## config.mk

```make
export PLATFORM = sky130hd
export DESIGN_NAME = mmd_front
export DESIGN_NICKNAME = d
export VERILOG_FILES = /design/src/design/mmd_pkg.sv /design/src/design/mmd_front.sv
export SDC_FILE = /design/constraint.sdc
export NUM_CORES = 1
export LEC_CHECK = 0
export ABC_AREA = 0
export BUFFER_PORTS_ARGS = -buffer_cell sky130_fd_sc_hd__buf_2
export CORE_MARGIN = 2
export CORE_UTILIZATION = 27
export CTS_BUF_LIST = sky130_fd_sc_hd__clkbuf_8 sky130_fd_sc_hd__clkbuf_16
export CTS_CLUSTER_DIAMETER = 60
export CTS_CLUSTER_SIZE = 40
export DETAILED_ROUTE_END_ITERATION = 10
export GPL_ROUTABILITY_DRIVEN = 0
export PLACE_DENSITY = 0.56
export RECOVER_POWER = 50
export SYNTH_ARGS = -nofsm -noshare
export SYNTH_HDL_FRONTEND = slang
export SYNTH_SLANG_ARGS = --single-unit
export TNS_END_PERCENT = 100
```

## constraint.sdc

```tcl
create_clock -name clock -period 20.1 [get_ports clock]
set_clock_uncertainty 0.05 [all_clocks]
set_input_delay 2.01 -clock clock [delete_from_list [all_inputs] [get_ports clock]]
set_output_delay 2.01 -clock clock [all_outputs]
set_load 0.005 [all_outputs]
```

## src/design/mmd_pkg.sv

```systemverilog
// Shared types and constants of the Mahalanobis minimum-distance classifier.
// Depends on nothing; mmd_front, mmd_back and the top level import it.
`timescale 1ns / 1ps

package mmd_pkg;

   // number of feature ports on the request channel
   localparam int NUM_INPUTS = 7;

   localparam logic [1:0] CMD_LOAD_MEAN = 2'd0;
   localparam logic [1:0] CMD_LOAD_COV  = 2'd1;
   localparam logic [1:0] CMD_CLASSIFY  = 2'd2;

   localparam int CSR_ADDR_W = 4;
   localparam logic CSR_IDX_CLASSES = 1'b0;
   localparam logic CSR_IDX_CEILING = 1'b1;

   localparam logic [46:0] CEILING_RESET = 47'd655360000000;
   localparam logic [4:0]  CLASSES_RESET = 5'd1;

   localparam logic [47:0] DIST_MAX = 48'h7FFF_FFFF_FFFF;
   localparam logic [47:0] DIST_MIN = 48'h8000_0000_0000;

   typedef enum logic [1:0] {
      KIND_MEAN,
      KIND_COV,
      KIND_CLASSIFY
   } kind_type;

   typedef struct packed {
      kind_type                     kind;
      logic [3:0]                   class_sel;
      logic [2:0]                   row_sel;
      logic [2:0]                   col_sel;
      logic [31:0]                  coef_value;
      logic [NUM_INPUTS-1:0][15:0]  feats;
   } item_type;

   typedef struct packed {
      logic     valid;
      item_type item;
   } queue_word_type;

   typedef struct packed {
      logic [4:0]  classes_in_use;
      logic [46:0] distance_ceiling;
   } cfg_type;

   typedef enum logic [2:0] {
      ST_IDLE,
      ST_MEAN,
      ST_MWAIT,
      ST_COV,
      ST_DRAIN,
      ST_CMP,
      ST_DONE
   } state_type;

endpackage

```

## src/design/mmd_front.sv

```systemverilog
// Front end: accepts request words, decodes the command, drops command 3 and loads
// outside the stores, and queues the rest in a two-word queue. Uses mmd_pkg.
`timescale 1ns / 1ps

module mmd_front import mmd_pkg::*; #(
   parameter int MAX_CLASSES = 16,
   parameter int FEATURES    = 7
) (
   input  logic           clock,
   input  logic           reset,
   input  logic           req_valid,
   output logic           req_stall,
   input  item_type       req_item,
   input  logic [1:0]     req_command,
   input  logic           pop,
   output queue_word_type head
);

   item_type   q_ff [2];
   logic       wr_ptr_ff, rd_ptr_ff;
   logic [1:0] count_ff, count_in;
   logic       keep, push;
   item_type   word;

   always_comb begin
      word = req_item;
      keep = 1'b0;
      word.kind = KIND_CLASSIFY;
      case (req_command)
         CMD_LOAD_MEAN: begin
            word.kind = KIND_MEAN;
            keep = (int'(req_item.class_sel) < MAX_CLASSES) &&
                   (int'(req_item.row_sel) < FEATURES);
         end
         CMD_LOAD_COV: begin
            word.kind = KIND_COV;
            keep = (int'(req_item.class_sel) < MAX_CLASSES) &&
                   (int'(req_item.row_sel) < FEATURES) &&
                   (int'(req_item.col_sel) < FEATURES);
         end
         CMD_CLASSIFY: keep = 1'b1;
         default:      keep = 1'b0;
      endcase
   end

   assign req_stall = (count_ff == 2'd2);
   assign push      = req_valid && !req_stall && keep;
   assign count_in  = count_ff + {1'b0, push} - {1'b0, pop};

   assign head.valid = (count_ff != 2'd0);
   assign head.item  = q_ff[rd_ptr_ff];

   always_ff @(posedge clock) begin
      if (reset) begin
         count_ff  <= 2'd0;
         wr_ptr_ff <= 1'b0;
         rd_ptr_ff <= 1'b0;
      end else begin
         count_ff <= count_in;
         if (push) begin
            wr_ptr_ff <= ~wr_ptr_ff;
         end
         if (pop) begin
            rd_ptr_ff <= ~rd_ptr_ff;
         end
      end
   end

   always_ff @(posedge clock) begin
      if (push) begin
         q_ff[wr_ptr_ff] <= word;
      end
   end

endmodule

```

Word-level counts from Yosys, hierarchy flattened
Memory sizes are Yosys's and may differ from the RTL's. A register that Yosys moved wholly into a read port is not among the register bits.
Cells that the tools add are included.
{"block": "classes", "n_addsub": 2, "n_lt_le_gt_ge": 2, "eq_ne": 3, "muxes": 6, "bitwise_logic": 2, "n_reduce_logical": 6}
{"cell": "3-bit < comparator (second input constant)", "n": 2}
{"cell": "2-bit == test (second input constant)", "n": 2}
{"cell": "1-bit 2-to-1 mux", "n": 4}
{"cell": "2-bit case mux with 2 select lines", "n": 1}
{"cell": "1-bit logical AND", "n": 3}
{"cell": "1-bit case mux with 3 select lines", "n": 1}
{"cell": "2-bit by 1-bit adder with 2-bit output", "n": 1}
{"cell": "2-bit by 1-bit == test with 1-bit output (second input constant)", "n": 1}
{"cell": "2-bit zero test", "n": 1}
{"cell": "1-bit NOT", "n": 2}
{"cell": "2-bit nonzero test", "n": 1}
{"cell": "2-bit by 1-bit subtractor with 2-bit output", "n": 1}
{"cell": "1-bit zero test", "n": 1}
{"block": "word_totals", "ff_bits": 4, "ramBits": 312, "input_bits": 162, "out_inout_bits": 158, "wordCells": 25, "mem_count": 1}
{"name": "q_ff", "depth": 2, "word_bits": 156, "read_ports": 1, "rd_ports_with_merged_regs": 1, "write_ports": 1, "line": "mmd_front.sv:19", "source": "item_type q_ff [2];"}

Longest topological paths before layout
{"block": "logic_depth", "depth_word": 6, "mapped_depth": 8}

Worst setup path after synthesis
OpenSTA, ideal clock, no wires.
{"block": "synth_timing", "kind": "input port to flip-flop", "startpoint": "input req_valid", "endpoint": "memory q_ff[0][0] (netlist bit), enable pin", "t_arrival_ns": 8.826, "path_slack_ns": 10.550, "cell_stages": 3, "path_cell_list": "a21boi_2 nand4b_4 nor2_1"}
{"block": "synth_via", "elab_chain_len": 4}
{"element": "start: declaration", "line": "mmd_front.sv:11", "source": "input logic req_valid,"}
{"element": "1-bit logical AND (2 in series)", "line": "mmd_front.sv:47", "source": "assign push = req_valid && !req_stall && keep;"}
{"element": "1-bit 2-to-1 mux", "line": "mmd_front.sv:70", "source": "if (push) begin"}
{"element": "1-bit 2-to-1 mux (implied by the code)", "line": "mmd_front.sv:71", "source": "q_ff[wr_ptr_ff] <= word;"}
{"element": "end: declaration", "line": "mmd_front.sv:19"}
Every way passes these cells.

Worst setup path in the final report
{"block": "layout_timing", "startpoint": "input req_command[1]", "endpoint": "memory q_ff[1][101] (netlist bit), enable pin"}
{"block": "layout_via", "elab_chain_len": 5, "elab_cells_between_ends": 7, "cone_classes": "eq/ne (2); mux (3); reduce/logical (2)"}
{"element": "start: declaration", "line": "mmd_front.sv:14", "source": "input logic [1:0] req_command,"}
{"element": "2-bit == test (tied with other cells)", "line": "mmd_front.sv:29", "source": "case (req_command)"}
{"element": "1-bit case mux with 3 select lines (*)", "line": "mmd_front.sv:29"}
{"element": "1-bit logical AND (*)", "line": "mmd_front.sv:47"}
{"element": "1-bit 2-to-1 mux (*)", "line": "mmd_front.sv:70"}
{"element": "1-bit 2-to-1 mux (implied by the code) (*)", "line": "mmd_front.sv:71"}
Every way passes the cells marked *; elsewhere a longest branch is shown, timed or not.

==> flow_summary_export.csv <==
group,metric,value,unit
min_path,hold_path.class,"reg2reg",
worst_setup_path,critPathMaxStageDelay,1.87,ns
global_route,antenna_found_initial,3,
layout,final_nets,1014,
job,cap_violations,2,
worst_setup_path,cp_top_family,"buffers and inverters",
die,coreArea,42200,µm²
die,floorplan.rows,75,
global_route,grt_pass1_wl,34500,µm
worst_setup_path,cp_max_fo,46,
route,ant_nets,0,
logic_synthesis,synth_top_area_share,80.7,%
worst_setup_path,critPathSlowestCell,"clkbuf_1",
pwr,cellLeakagePower,5.16,nW
route,drt_pass1_iterations,4,
logic_synthesis,yosysMostFrequentCell,"edfxtp_1",
sta,setup-violations-final,0,
sta,final-hold-violation-count,0,
worst_setup_path,cp.arrival,5.63,ns
worst_setup_path,crit_required,20.23,ns
die,fp.dieW,211,µm
pwr,power_density,103,nW/µm²
layout,fin_area,14600,µm²
logic_synthesis,syn_inst,515,
global_route,grt_usage,10.0,%
route,wl_per_cell,16.7,µm
global_route,grt_start_max_net_pins,76,
clock_network,h-tree-depth,1,
clock_network,clockBufferDepth,3,
global_route,grt_pass1_vias,6147,
clock_network,hold_buffers,0,
sta,post-route-period-util,27.4,%
logic_synthesis,synth_nets,679,
logic_synthesis,synth_edf_count,312,
sta,drv_slew,84,
sta,period_needed,5.51,ns
sta,fmax,0.182,GHz
logic_synthesis,yosys_most_used_dff,"edfxtp_1",
die,die-area,44700,µm²
global_route,grt-ovfl-total,0,
die,die_y,211,µm
layout,fillerInstances,4127,
logic_synthesis,ys_ff_latch,317,
sta,finalSetupTns,0,ns
pwr,peakVddDrop,0.0000819,V
placement,dpl_cell_area,13800,µm²
die,start_util,27.5,%
placement,numPortBuffers,317,
worst_setup_path,cp-start-kind,"primary input",
logic_synthesis,syn_avg_cell_area,22.5,µm²
route,drc,0,
route,viasPerCell,4.18,
logic_synthesis,yosys-top-cells-count,"edfxtp_1 (312), mux2_2 (156), buf_6 (16), nor2_1 (7), dfxtp_1 (5)",
logic_synthesis,ys_warn_count,0,
status,violations,"capacitance limit, slew limit",
placement,dp_hpwl,15400,µm
route,wirelength,23500,µm
clock_network,cts.sinks,317,
logic_synthesis,synth_area_leaders,"edfxtp_1 (81%), mux2_2 (15%), buf_6 (1.6%), dfxtp_1 (0.86%), nor2_1 (0.23%)",
clock_network,ctsRootBufferMaster,"clkbuf_16",
layout,areaGrowthSynthToFinish,25.7,%
logic_synthesis,synth_cell_types,22,
logic_synthesis,synth_area,11600,µm²
logic_synthesis,yosys.area.top_type,"edfxtp_1",
clock_network,cts_tree,"yes",
clock_network,cts_inserted_buffers,26,
worst_setup_path,critical_path_class,"in2reg",
clock_network,clock_latency,0.54,ns
layout,fin_cells,1411,
sta,slew_headroom,-74.3,%
die,ioPinCount,320,
sta,rsz0062_at_grt,"no",
clock_network,post_cts_buffers,0,
clock_network,cts_resized,0,
clock_network,clk_pin_slew,0.06,ns
placement,dp_cells,1361,
status,status,"finished with violations",
worst_setup_path,critical_path_buf_inv_count,3,
route,drtIter0Drc,258,
worst_setup_path,crit_path_cell_trace,"clkbuf_1 > nand4b_1 > nand4b_1 > nor2_4 > clkbuf_1 > buf_4",
pwr,finalPower,1.50,mW
logic_synthesis,synth-async-reset-ratio,0,%
layout,layout-drive-gt1-share,54.3,%
route,vias,5897,
logic_synthesis,synth-seq-area-share,81.6,%
worst_setup_path,cp-end-kind,"flop",
sta,worst_pin_slew,2.61,ns
## through the flow
stage | hold slack [ns] | setup WS, ns | util (%)
6_report | 0.469 | 14.59 | 34.6
5_1_grt | 0.514 | 14.27 | 34.6
4_1_cts | 0.471 | 15.21 | 34.8
3_5_place_dp | 0.453 | 15.75 | 32.6
3_3_place_gp | 0.446 | 15.77 | 32.6
2_1_floorplan | 0.430 | 10.55 | -
## metal layers
layer	wire, µm	GRT usage, %	up-vias
li1	-	-	2739
met1	9480	11.6	2924
met2	11800	17.4	198
met3	1780	3.32	36
met4	523	3.33	0
met5	0	0	-
## cells by family (layout without fill, tap and decap cells)
group | count (synthesis) | in the layout | synth area share (%)
AOI/OAI and AO/OA | 1 | 1 | 0.0970
xor gates and xnor gates | 2 | 2 | 0.151
adders and majority gates | 2 | 2 | 0.216
buffers and inverters | 20 | 375 | 1.74
DFF | 317 | 317 | 81.6
muxes | 157 | 157 | 15.3
other | 0 | 2 | 0
and+or+nand+nor | 16 | 16 | 0.949
## where the power goes
part,internal (mW),leakage [nW],switching (mW)
logic,0.0774,1.78,0.0834
registers,0.782,2.91,0.0116
clock network,0.295,0.459,0.251
total,1.15,5.16,0.346
## flip-flops by register name, indices dropped and copies added (netlist names), named ones only
register,count
q_ff,312
count_ff,2
rd_ptr_ff,1
wr_ptr_ff,1
## final timing paths
| path | depth (start not counted) | slack [ns] | start | end |
|---|---|---|---|---|
| setup reg to reg | 5 | 15.88 | count_ff[1] | q_ff[1][101] |
| hold / removal | 2 | 0.47 | count_ff[1] | count_ff[1] |
| setup / recovery | 6 | 14.59 | req_command[1] | q_ff[1][101] |
| hold reg to reg | 2 | 0.47 | count_ff[1] | count_ff[1] |
## cell usage in the layout (no fill, tap or decap), types with 2 or more instances in the layout
cell       synthesis  final
inv_8              0      4
nor2_4             0      2
buf_2              1    258
clkinv_4           0      3
nand4b_1           1      2
buf_4              0      6
bufinv_16          0      3
clkbuf_1           0     61
dfxtp_1            5      4
mux2_2           156    156
inv_6              0      4
clkinv_1           0      3
nor2_1             7      5
clkinv_2           0      2
edfxtp_1         312    312
diode_2            0      2
ha_1               2      2
inv_1              2      2
clkbuf_16          0     27
## worst reg2reg max path, delay by kind of cell (launching register included)
kind	cells	cell delay (ns)
buffers and inverters	2	2.70
and+or+nand+nor	3	0.77
DFF	1	0.33
## final cells by class
cell class	count	area, µm²	share of cell area (%)
repair buffers	325	1570	10.7
diodes	2	5.00	0.0343
well taps	539	674	4.62
inverters	2	7.51	0.0515
multi-input cells	178	1940	13.3
clock buffers	27	676	4.63
clock inverters	21	254	1.74
flip-flops and latches	317	9470	64.9
Note: power is estimated with default switching activity, not from simulation.
