--- src/design/mmd_pkg.sv ---
// Shared types and constants of the Mahalanobis minimum-distance classifier.
// Depends on nothing; mmd_front, mmd_back and the top level import it.
`timescale 1ns / 1ps

package mmd_pkg;

   // number of feature ports on the request channel
   localparam int NUM_INPUTS = 7;

   localparam logic [1:0] CMD_LOAD_MEAN = 2'd0;
   localparam logic [1:0] CMD_LOAD_COV  = 2'd1;
   localparam logic [1:0] CMD_CLASSIFY  = 2'd2;

   localparam int CSR_ADDR_W = 4;
   localparam logic CSR_IDX_CLASSES = 1'b0;
   localparam logic CSR_IDX_CEILING = 1'b1;

   localparam logic [46:0] CEILING_RESET = 47'd655360000000;
   localparam logic [4:0]  CLASSES_RESET = 5'd1;

   localparam logic [47:0] DIST_MAX = 48'h7FFF_FFFF_FFFF;
   localparam logic [47:0] DIST_MIN = 48'h8000_0000_0000;

   typedef enum logic [1:0] {
      KIND_MEAN,
      KIND_COV,
      KIND_CLASSIFY
   } kind_type;

   typedef struct packed {
      kind_type                     kind;
      logic [3:0]                   class_sel;
      logic [2:0]                   row_sel;
      logic [2:0]                   col_sel;
      logic [31:0]                  coef_value;
      logic [NUM_INPUTS-1:0][15:0]  feats;
   } item_type;

   typedef struct packed {
      logic     valid;
      item_type item;
   } queue_word_type;

   typedef struct packed {
      logic [4:0]  classes_in_use;
      logic [46:0] distance_ceiling;
   } cfg_type;

   typedef enum logic [2:0] {
      ST_IDLE,
      ST_MEAN,
      ST_MWAIT,
      ST_COV,
      ST_DRAIN,
      ST_CMP,
      ST_DONE
   } state_type;

endpackage

--- src/design/mmd_back.sv ---
// Back end: writes loads into the stores and runs the per-class distance
// sequencer with one multiply-accumulate lane. Uses mmd_pkg.
`timescale 1ns / 1ps

module mmd_back import mmd_pkg::*; #(
   parameter int MAX_CLASSES = 16,
   parameter int FEATURES    = 7
) (
   input  logic           clock,
   input  logic           reset,
   input  cfg_type        cfg,
   input  queue_word_type head,
   output logic           pop,
   output logic           mean_we,
   output logic [(MAX_CLASSES*FEATURES > 1 ? $clog2(MAX_CLASSES*FEATURES) : 1)-1:0]
                          mean_waddr,
   output logic [(MAX_CLASSES*FEATURES > 1 ? $clog2(MAX_CLASSES*FEATURES) : 1)-1:0]
                          mean_raddr,
   output logic [15:0]    mean_wdata,
   input  logic [15:0]    mean_rdata,
   output logic           cov_we,
   output logic [(MAX_CLASSES*FEATURES*FEATURES > 1 ?
                  $clog2(MAX_CLASSES*FEATURES*FEATURES) : 1)-1:0] cov_waddr,
   output logic [(MAX_CLASSES*FEATURES*FEATURES > 1 ?
                  $clog2(MAX_CLASSES*FEATURES*FEATURES) : 1)-1:0] cov_raddr,
   output logic [31:0]    cov_wdata,
   input  logic [31:0]    cov_rdata,
   input  logic           rsp_stall,
   output logic           rsp_valid,
   output logic [4:0]     rsp_class_label,
   output logic [47:0]    rsp_best_distance,
   output logic           rsp_no_match
);

   localparam int MD = MAX_CLASSES * FEATURES;
   localparam int CD = MAX_CLASSES * FEATURES * FEATURES;
   localparam int MA = (MD > 1) ? $clog2(MD) : 1;
   localparam int CA = (CD > 1) ? $clog2(CD) : 1;
   localparam int CW = $clog2(MAX_CLASSES + 1);
   localparam int FI = (FEATURES > 1) ? $clog2(FEATURES) : 1;
   localparam int DW = 17;
   localparam int PW = DW + 32;
   localparam int TW = PW + ((FEATURES > 1) ? $clog2(FEATURES) : 0) + 1;
   localparam int T8 = TW - 8;
   localparam int MW = T8 + DW;
   localparam int M8 = MW - 8;
   localparam int SW = M8 + ((FEATURES > 1) ? $clog2(FEATURES) : 0) + 1;
   localparam logic signed [SW-1:0] SAT_HI = SW'($signed(DIST_MAX));
   localparam logic signed [SW-1:0] SAT_LO = SW'($signed(DIST_MIN));

   state_type state_ff, state_in;

   logic [CW-1:0] c_ff, n_ff, n_cfg;
   logic [FI-1:0] k_ff, i_ff, j_ff;
   logic          issue_m, issue_c;
   logic          j_last, i_last, k_last;
   logic          rsp_load;

   logic signed [15:0]   x_ff  [FEATURES];
   logic signed [DW-1:0] d_ff  [FEATURES];
   logic signed [DW-1:0] di_ff [FEATURES];
   logic signed [15:0]   x_init [FEATURES];
   logic signed [DW-1:0] d_new;

   logic                 m_v_ff, p1_v_ff, p2_v_ff, p3_v_ff, p4_v_ff;
   logic signed [DW-1:0] p1_dj_ff, p1_di_ff, p2_di_ff, p3_di_ff;
   logic                 p1_jfirst_ff, p1_jlast_ff, p2_jfirst_ff, p2_jlast_ff;
   logic signed [PW-1:0] prod_ff;
   logic signed [TW-1:0] tacc_ff, acc_sum;
   logic signed [T8-1:0] t_ff;
   logic signed [MW-1:0] term_ff;
   logic signed [M8-1:0] term_hi;
   logic signed [SW-1:0] sum_ff;
   logic signed [47:0]   sat_dist, best_ff;
   logic [4:0]           label_ff;
   logic                 rsp_valid_ff;

   assign n_cfg  = (int'(cfg.classes_in_use) > MAX_CLASSES) ? CW'(MAX_CLASSES)
                                                             : CW'(cfg.classes_in_use);
   assign k_last = (k_ff == FI'(FEATURES - 1));
   assign j_last = (j_ff == FI'(FEATURES - 1));
   assign i_last = (i_ff == FI'(FEATURES - 1));

   assign mean_waddr = MA'(int'(head.item.class_sel) * FEATURES + int'(head.item.row_sel));
   assign mean_wdata = head.item.coef_value[15:0];
   assign cov_waddr  = CA'((int'(head.item.class_sel) * FEATURES + int'(head.item.row_sel))
                           * FEATURES + int'(head.item.col_sel));
   assign cov_wdata  = head.item.coef_value;
   assign mean_raddr = MA'(int'(c_ff) * FEATURES + int'(k_ff));
   assign cov_raddr  = CA'((int'(c_ff) * FEATURES + int'(j_ff)) * FEATURES + int'(i_ff));

   assign d_new   = DW'(x_ff[0]) - DW'($signed(mean_rdata));
   assign acc_sum = (p2_jfirst_ff ? TW'(0) : tacc_ff) + TW'(prod_ff);
   assign term_hi = term_ff[MW-1:8];

   always_comb begin
      for (int f = 0; f < FEATURES; f++) begin
         if (f < NUM_INPUTS) begin
            x_init[f] = head.item.feats[f % NUM_INPUTS];
         end else begin
            x_init[f] = '0;
         end
      end
   end

   always_comb begin
      if (sum_ff > SAT_HI) begin
         sat_dist = DIST_MAX;
      end else if (sum_ff < SAT_LO) begin
         sat_dist = DIST_MIN;
      end else begin
         sat_dist = sum_ff[47:0];
      end
   end

   assign rsp_load = (state_ff == ST_DONE) && (!rsp_valid_ff || !rsp_stall);

   always_comb begin
      state_in = state_ff;
      pop      = 1'b0;
      mean_we  = 1'b0;
      cov_we   = 1'b0;
      issue_m  = 1'b0;
      issue_c  = 1'b0;
      case (state_ff)
         ST_IDLE: begin
            if (head.valid) begin
               pop = 1'b1;
               case (head.item.kind)
                  KIND_MEAN:     mean_we = 1'b1;
                  KIND_COV:      cov_we  = 1'b1;
                  KIND_CLASSIFY: state_in = (n_cfg == '0) ? ST_DONE : ST_MEAN;
                  default:       state_in = ST_IDLE;
               endcase
            end
         end
         ST_MEAN: begin
            issue_m = 1'b1;
            if (k_last) begin
               state_in = ST_MWAIT;
            end
         end
         ST_MWAIT: state_in = ST_COV;
         ST_COV: begin
            issue_c = 1'b1;
            if (i_last && j_last) begin
               state_in = ST_DRAIN;
            end
         end
         ST_DRAIN: begin
            if (!(p1_v_ff || p2_v_ff || p3_v_ff || p4_v_ff)) begin
               state_in = ST_CMP;
            end
         end
         ST_CMP: state_in = (CW'(c_ff + 1'b1) == n_ff) ? ST_DONE : ST_MEAN;
         ST_DONE: begin
            if (rsp_load) begin
               state_in = ST_IDLE;
            end
         end
         default: state_in = ST_IDLE;
      endcase
   end

   always_ff @(posedge clock) begin
      if (reset) begin
         state_ff     <= ST_IDLE;
         m_v_ff       <= 1'b0;
         p1_v_ff      <= 1'b0;
         p2_v_ff      <= 1'b0;
         p3_v_ff      <= 1'b0;
         p4_v_ff      <= 1'b0;
         rsp_valid_ff <= 1'b0;
      end else begin
         state_ff <= state_in;
         m_v_ff   <= issue_m;
         p1_v_ff  <= issue_c;
         p2_v_ff  <= p1_v_ff;
         p3_v_ff  <= p2_v_ff && p2_jlast_ff;
         p4_v_ff  <= p3_v_ff;
         if (rsp_load) begin
            rsp_valid_ff <= 1'b1;
         end else if (!rsp_stall) begin
            rsp_valid_ff <= 1'b0;
         end
      end
   end

   always_ff @(posedge clock) begin
      // start a sample
      if (state_ff == ST_IDLE && head.valid && head.item.kind == KIND_CLASSIFY) begin
         for (int f = 0; f < FEATURES; f++) begin
            x_ff[f] <= x_init[f];
         end
         best_ff  <= {1'b0, cfg.distance_ceiling};
         label_ff <= '0;
         c_ff     <= '0;
         n_ff     <= n_cfg;
         k_ff     <= '0;
         sum_ff   <= '0;
      end

      if (issue_m) begin
         k_ff <= k_last ? '0 : FI'(k_ff + 1'b1);
         i_ff <= '0;
         j_ff <= '0;
      end

      // mean words arrive: shift differences in, rotate the sample
      if (m_v_ff) begin
         for (int f = 0; f < FEATURES - 1; f++) begin
            d_ff[f]  <= d_ff[f+1];
            di_ff[f] <= di_ff[f+1];
         end
         d_ff[FEATURES-1]  <= d_new;
         di_ff[FEATURES-1] <= d_new;
         for (int f = 0; f < FEATURES; f++) begin
            x_ff[f] <= x_ff[(f + 1) % FEATURES];
         end
      end else if (issue_c) begin
         for (int f = 0; f < FEATURES; f++) begin
            d_ff[f] <= d_ff[(f + 1) % FEATURES];
         end
         if (j_last) begin
            for (int f = 0; f < FEATURES; f++) begin
               di_ff[f] <= di_ff[(f + 1) % FEATURES];
            end
         end
      end

      if (issue_c) begin
         p1_dj_ff     <= d_ff[0];
         p1_di_ff     <= di_ff[0];
         p1_jfirst_ff <= (j_ff == '0);
         p1_jlast_ff  <= j_last;
         j_ff         <= j_last ? '0 : FI'(j_ff + 1'b1);
         if (j_last) begin
            i_ff <= i_last ? '0 : FI'(i_ff + 1'b1);
         end
      end

      if (p1_v_ff) begin
         prod_ff      <= p1_dj_ff * $signed(cov_rdata);
         p2_di_ff     <= p1_di_ff;
         p2_jfirst_ff <= p1_jfirst_ff;
         p2_jlast_ff  <= p1_jlast_ff;
      end

      if (p2_v_ff) begin
         tacc_ff <= acc_sum;
         if (p2_jlast_ff) begin
            t_ff     <= acc_sum[TW-1:8];
            p3_di_ff <= p2_di_ff;
         end
      end

      if (p3_v_ff) begin
         term_ff <= t_ff * p3_di_ff;
      end

      if (p4_v_ff) begin
         sum_ff <= sum_ff + SW'(term_hi);
      end

      if (state_ff == ST_CMP) begin
         if (sat_dist < best_ff) begin
            best_ff  <= sat_dist;
            label_ff <= 5'(c_ff + 1'b1);
         end
         c_ff   <= CW'(c_ff + 1'b1);
         sum_ff <= '0;
         k_ff   <= '0;
      end

      if (rsp_load) begin
         rsp_class_label   <= label_ff;
         rsp_best_distance <= best_ff;
         rsp_no_match      <= (label_ff == '0);
      end
   end

   assign rsp_valid = rsp_valid_ff;

endmodule

--- config.mk ---
export PLATFORM = sky130hd
export DESIGN_NAME = mmd_back
export DESIGN_NICKNAME = d
export VERILOG_FILES = /design/src/design/mmd_pkg.sv /design/src/design/mmd_back.sv
export SDC_FILE = /design/constraint.sdc
export NUM_CORES = 2
export LEC_CHECK = 0
export BUFFER_PORTS_ARGS = -buffer_cell sky130_fd_sc_hd__buf_4
export CORE_ASPECT_RATIO = 2
export CORE_MARGIN = 8
export CORE_UTILIZATION = 25
export CTS_BUF_LIST = sky130_fd_sc_hd__clkbuf_4 sky130_fd_sc_hd__clkbuf_8
export DETAILED_ROUTE_END_ITERATION = 10
export GPL_ROUTABILITY_DRIVEN = 0
export GPL_TIMING_DRIVEN = 1
export PLACE_DENSITY = 0.46
export SLEW_MARGIN = 10
export SYNTH_ARGS = -nofsm -noshare
export SYNTH_HDL_FRONTEND = slang
export SYNTH_SLANG_ARGS = --single-unit
--- constraint.sdc ---
create_clock -name clock -period 15.15 [get_ports clock]
set_input_delay 0.7575 -clock clock [delete_from_list [all_inputs] [get_ports clock]]
set_output_delay 0.7575 -clock clock [all_outputs]
set_load 0.05 [all_outputs]
# --- After elaboration in Yosys (flattened, before gate mapping) ---
# Memory sizes are Yosys's and may differ from the RTL's.
# Cells that the tools add are included.
totals:
  wordCells: 195
  rom_bits: 0
  n_memories: 3
  out_inout_bits: 140
  regBits: 474
  mem_bits_rw: 350
  latch_bits: 0
  input_bits: 260
memory_table:
  columns: ["memory", "depth", "width", "rd", "rd_ports_with_merged_regs", "wr", "line", "rtl"]
  rows:
  - ["d_ff", 7, 17, 7, 0, 7, "mmd_back.sv:60", "logic signed [DW-1:0] d_ff [FEATURES];"]
  - ["di_ff", 7, 17, 7, 0, 7, "mmd_back.sv:61", "logic signed [DW-1:0] di_ff [FEATURES];"]
  - ["x_ff", 7, 16, 7, 0, 7, "mmd_back.sv:59", "logic signed [15:0] x_ff [FEATURES];"]
classes:
  multipliers: 6
  div: 0
  shifts: 0
  bitwise: 21
  n_reduce_logical: 23
  add_sub_neg: 12
  eq_ne: 19
  n_mux: 77
  magnitude_cmp: 4
op_table:
  columns: ["operator", "count"]
  rows:
  - ["$mux W48", 5]
  - ["$mux W17", 14]
  - ["$mux W58", 2]
  - ["$mux W16", 7]
  - ["$mul A45 B17 Y62", 1]
  - ["$add A58 B54 Y58", 1]
  - ["$gt A58 B48 Y1 const B", 1]
  - ["$lt A58 B48 Y1 const B", 1]
  - ["$add A53 B49 Y53", 1]
  - ["$mux W53", 1]
  - ["$mux W3", 17]
  - ["$mul A17 B32 Y49", 1]
  - ["$lt A48 B48 Y1", 1]
  - ["$mux W5", 6]
  - ["$mux W1", 23]
  - ["$or A1 B1 Y1", 21]
  - ["$pmux W3 S7", 1]
  - ["$add A10 B3 Y10", 2]
  - ["$eq A3 B3 Y1 const B", 6]
  - ["$sub A16 B16 Y17", 1]
  - ["$ne A2 B2 Y1 const B", 6]
  - ["$logic_not A5 Y1", 2]
  - ["$mul A8 B3 Y10 const B", 1]
  - ["$mul A9 B3 Y10 const B", 1]
  - ["24 further kinds", 39]

# --- Depth between registers and ports, before layout ---
depth:
  word_depth: 7
  mapped_depth: 28
  ltp_nobuf: 25

# --- Least setup slack after synthesis ---
# OpenSTA, ideal clock, no wires.
synth_path:
  path_kind: "input to register"
  start: "input port cov_rdata[16]"
  end: "register prod_ff[47], data pin"
  stages: 25
  setup_time_ns: 0.258
  slack_ns: 8.238
  arrival_time_ns: 6.655
  required_ns: 14.892
  path_cell_list: "clkbuf_1 clkbuf_1 nand2_1 fa_1 inv_1 fa_1 inv_1 fa_1 inv_1 fa_1 fa_1 inv_1 fa_1 inv_1 ha_1 a21o_1 a21oi_1 o21ai_0 a2111oi_1 a211oi_2 a31oi_2 o21ai_1 a21o_1 a21oi_1 xnor2_1"
synth_via:
  elab_chain_len: 1
synth_rtl:
  columns: ["element", "line", "rtl"]
  rows:
  - ["start: declaration", "mmd_back.sv:27", "input logic [31:0] cov_rdata,"]
  - ["$mul A17 B32 Y49", "mmd_back.sv:243", "prod_ff <= p1_dj_ff * $signed(cov_rdata);"]
  - ["end signal: assignment", "mmd_back.sv:243", null]
  - ["end: declaration", "mmd_back.sv:68", "logic signed [PW-1:0] prod_ff;"]
# No other way between the ends.
# A chain may end at the register's enable or synchronous reset.

# --- Worst setup path in the final report ---
layout_path:
  start: "register p3_di_ff[2]"
  end: "register term_ff[42], data pin"
layout_via:
  elab_chain_len: 1
layout_rtl:
  columns: ["element", "line", "rtl"]
  rows:
  - ["start: declaration", "mmd_back.sv:66", "logic signed [DW-1:0] p1_dj_ff, p1_di_ff, p2_di_ff, p3_di_ff;"]
  - ["start signal: assignment", "mmd_back.sv:253", "p3_di_ff <= p2_di_ff;"]
  - ["$mul A45 B17 Y62", "mmd_back.sv:258", "term_ff <= t_ff * p3_di_ff;"]
  - ["end signal: assignment", "mmd_back.sv:258", null]
  - ["end: declaration", "mmd_back.sv:71", "logic signed [MW-1:0] term_ff;"]
# No other way between the ends.

==> run summary <==
status: finished, final reports clean
Tcrit/Tclk final: 51.2%
post-route cell area: 93000 um^2
Final TNS setup: 0 ns
Final Non-Filler Cells: 12800
effective utilization at floorplan: 25.1%
FP Rows: 299
biggest area consumer among synthesized cells: fa_1
CTS root buffer: clkbuf_8
register area share after synthesis: 28.0%
Mapped Cells: 8132
measured slew at the worst slew-check pin: 1.15 ns
max-cap viol count: 0
Top-Level Pins: 400
largest net degree at the start of global routing: 99
worst reg2reg path depth: 22
global-route wire length before repair: 370000 um
crit path cell chain: buf_4, nand2_1, fa_1, fa_1, fa_1, inv_1, fa_1, fa_1, inv_1, fa_1, inv_1, ha_1, a21o_1, a21o_1, a21oi_1, o21ai_0, a31oi_1, o21ai_1, a21o_1, a31o_2, a21oi_2, xnor2_1
Startpoint Class: flip-flop
die height: 832 um
Avg Vias per Cell: 4.43
Core Area: 331000 um^2
vias in the first global route: 64600
syn avg cell area: 10.2 um^2
Syn. warnings: 0
die width: 424 um
DRT iter0 DRCs: 2238
total congestion overflow: 0
Inst Count DP: 12500
cts hold-fix bufs: 20
Fin. Hold Viols: 0
Max-slew headroom: 22.8%
Setup-failing EPs final: 0
placed cell area: 90000 um^2
IO buf count: 319
Synth Register Bits: 816
Synth area leaders: fa_1 31%, edfxtp_1 25%, ha_1 7.4%
worst-path fanout max: 34
Hold Path End: x_ff[0][110]$_DFFE_PP_
WHS: 0.114 ns
initial antenna violation count: 6
Post-DP HPWL: 185000 um
footprint of the multi-input gates: 52300 um^2
TritonRoute pass-1 iters: 5
arrival time worst endpoint: 8.37 ns
FF+latch area: 23300 um^2
Clock Latency Late Sink: 0.93 ns
WL/cell: 18.5 um
Clock Path Buffers: 4
Place WS: 7.38 ns
top-area cell type share of the netlist area: 30.6%
Hold Crit Class: in2reg
clk_skew: 0.117 ns
GR Util All Layers: 13.3%
worst r2r src: p3_di_ff[2]$_DFFE_PP_
CP required: 15.76 ns
Final Max Slew Viols: 0
commonest cells after routing, fill and taps aside: 1595 x inv_1, 1269 x fa_1, 934 x nand2_1
post-route ant nets: 0
worst vdd ir: 0.379 mV
Post-CTS Resized: 0
max incr delay on CP: 0.76 ns
Setup Buffers After CTS: 0
drt drc: 0
Nets: 10300
LEAKAGE: 42.6 nW
Post-synth EDFFs: 690
Async S/R FF share, synth: 0%
CTS Sinks: 816
Final WS setup: 7.39 ns
most frequent CP cell: fa_1
fmax: 129 MHz
GR peak layer: met2
Reg2Reg Capture Point: term_ff[42]$_DFFE_PP_
CTS tree: done
Slowest-stage cell, CP: edfxtp_1
Synth Flop Type: edfxtp_1
RSZ-0062 raised after global routing: false
Crit Path Category: reg2reg
met3 usage: 2.01%
Hold Startpoint: head[110]
crit end category: flip-flop
clk slew on worst S/H paths: 0.06 ns
GRT met1 Usage: 13.5%
Vias: 56600
final wirelength: 237000 um
mapped cell area: 83100 um^2
synthesis-to-finish area growth: 11.9%
fillers: 34800
WHS Path Cells: 2
full die area: 352000 um^2
layout cells sized above 1: 10.2%
Num CTS Buffers: 146
syn_nets: 10200
pwr/cell area: 132 nW/um^2
Cell variety after synth: 108
GR Util met2: 26.1%
crit path time final: 7.76 ns
fin util: 28.1%
Power, Total: 12.3 mW
CTS H-tree lvls: 4
most common cell after layout, fill and taps aside: inv_1
R2R Setup Slk: 7.39 ns
==> layout make-up <==
class                      instances  area share [%]
antenna                            6          0.0161
clock inverter                    65           0.492
timing repair buffer             411            3.37
inverter                        1598            6.45
sequential                       816            25.0
tap                             4364            5.87
multi-input combinational       5334            56.2
clock buffer                     192            2.56
==> flip-flops by register name, indices dropped and copies added, names as in the netlist, 49 cells and up <==
register  count
term_ff      54
sum_ff       58
prod_ff      49
x_ff        112
di_ff       119
d_ff        119
tacc_ff      53
==> layer usage <==
metal	vias up	wire length [um]	share of wire [%]
met5	-	13	0.0055
met4	2	13000	5.5
met3	556	9590	4.1
met2	1347	129000	55
met1	28700	84800	36
li1	26000	-	-
==> report_power, final <==
| group | leakage [nW] | internal (mW) | switching [mW] |
|---|---|---|---|
| Clock | 1.50 | 1.12 | 0.974 |
| Sequential | 7.28 | 2.94 | 0.0942 |
| Combinational | 33.8 | 2.80 | 4.33 |
| Total | 42.6 | 6.86 | 5.39 |
==> cells by family (layout without fill, tap and decap cells) <==
| family | Yosys count | in the layout | share of synthesized area, % |
|---|---|---|---|
| flip-flops | 816 | 816 | 28.0 |
| adder cells (fa/ha/maj) | 1758 | 1758 | 37.9 |
| AND/OR/NAND/NOR | 2136 | 2136 | 12.3 |
| other | 0 | 6 | 0 |
| buffers and inverters | 1982 | 2266 | 9.20 |
| XOR/XNOR | 255 | 255 | 2.70 |
| AO/OA/AOI/OAI | 1063 | 1063 | 8.30 |
| multiplexers | 122 | 122 | 1.64 |
==> worst max-delay path, delay by kind of cell (launching register included) <==
kind | cells | cell delay [ns]
fa+ha+maj | 7 | 3.45
compound gates | 9 | 2.29
flops | 1 | 0.76
buf+inv | 4 | 0.75
simple gates | 1 | 0.16
xor+xnor | 1 | 0.08
==> cell usage after synthesis (37+ instances only) <==
library cell	instances
a21oi_1	381
fa_1	1269
edfxtp_1	690
xnor2_1	174
nor3_1	39
mux2_2	114
a31o_2	50
nand2b_1	43
nand2_1	938
o21bai_1	41
o21ai_0	170
and3_1	60
xor2_1	80
and2_1	482
ha_1	489
nor2b_1	88
clkbuf_1	313
inv_1	1597
dfxtp_1	126
nor2_1	316
a21o_1	180
nand3_1	51
buf_4	49
a31oi_1	37
nand4_1	43
==> how the worst max path moves through the flow <==
stage / slack (ns) / to / startpoint
after detailed placement: 7.38 / term_ff[42]$_DFFE_PP_ / p3_di_ff[2]$_DFFE_PP_
after floorplan: 8.24 / prod_ff[47]$_DFFE_PP_ / cov_rdata[16]
after CTS: 7.39 / term_ff[42]$_DFFE_PP_ / p3_di_ff[2]$_DFFE_PP_
after global placement: 7.46 / term_ff[42]$_DFFE_PP_ / p3_di_ff[2]$_DFFE_PP_
after global routing: 7.19 / term_ff[42]$_DFFE_PP_ / p3_di_ff[2]$_DFFE_PP_
final: 7.39 / term_ff[42]$_DFFE_PP_ / p3_di_ff[2]$_DFFE_PP_
Power figures use the tool's default switching activity.
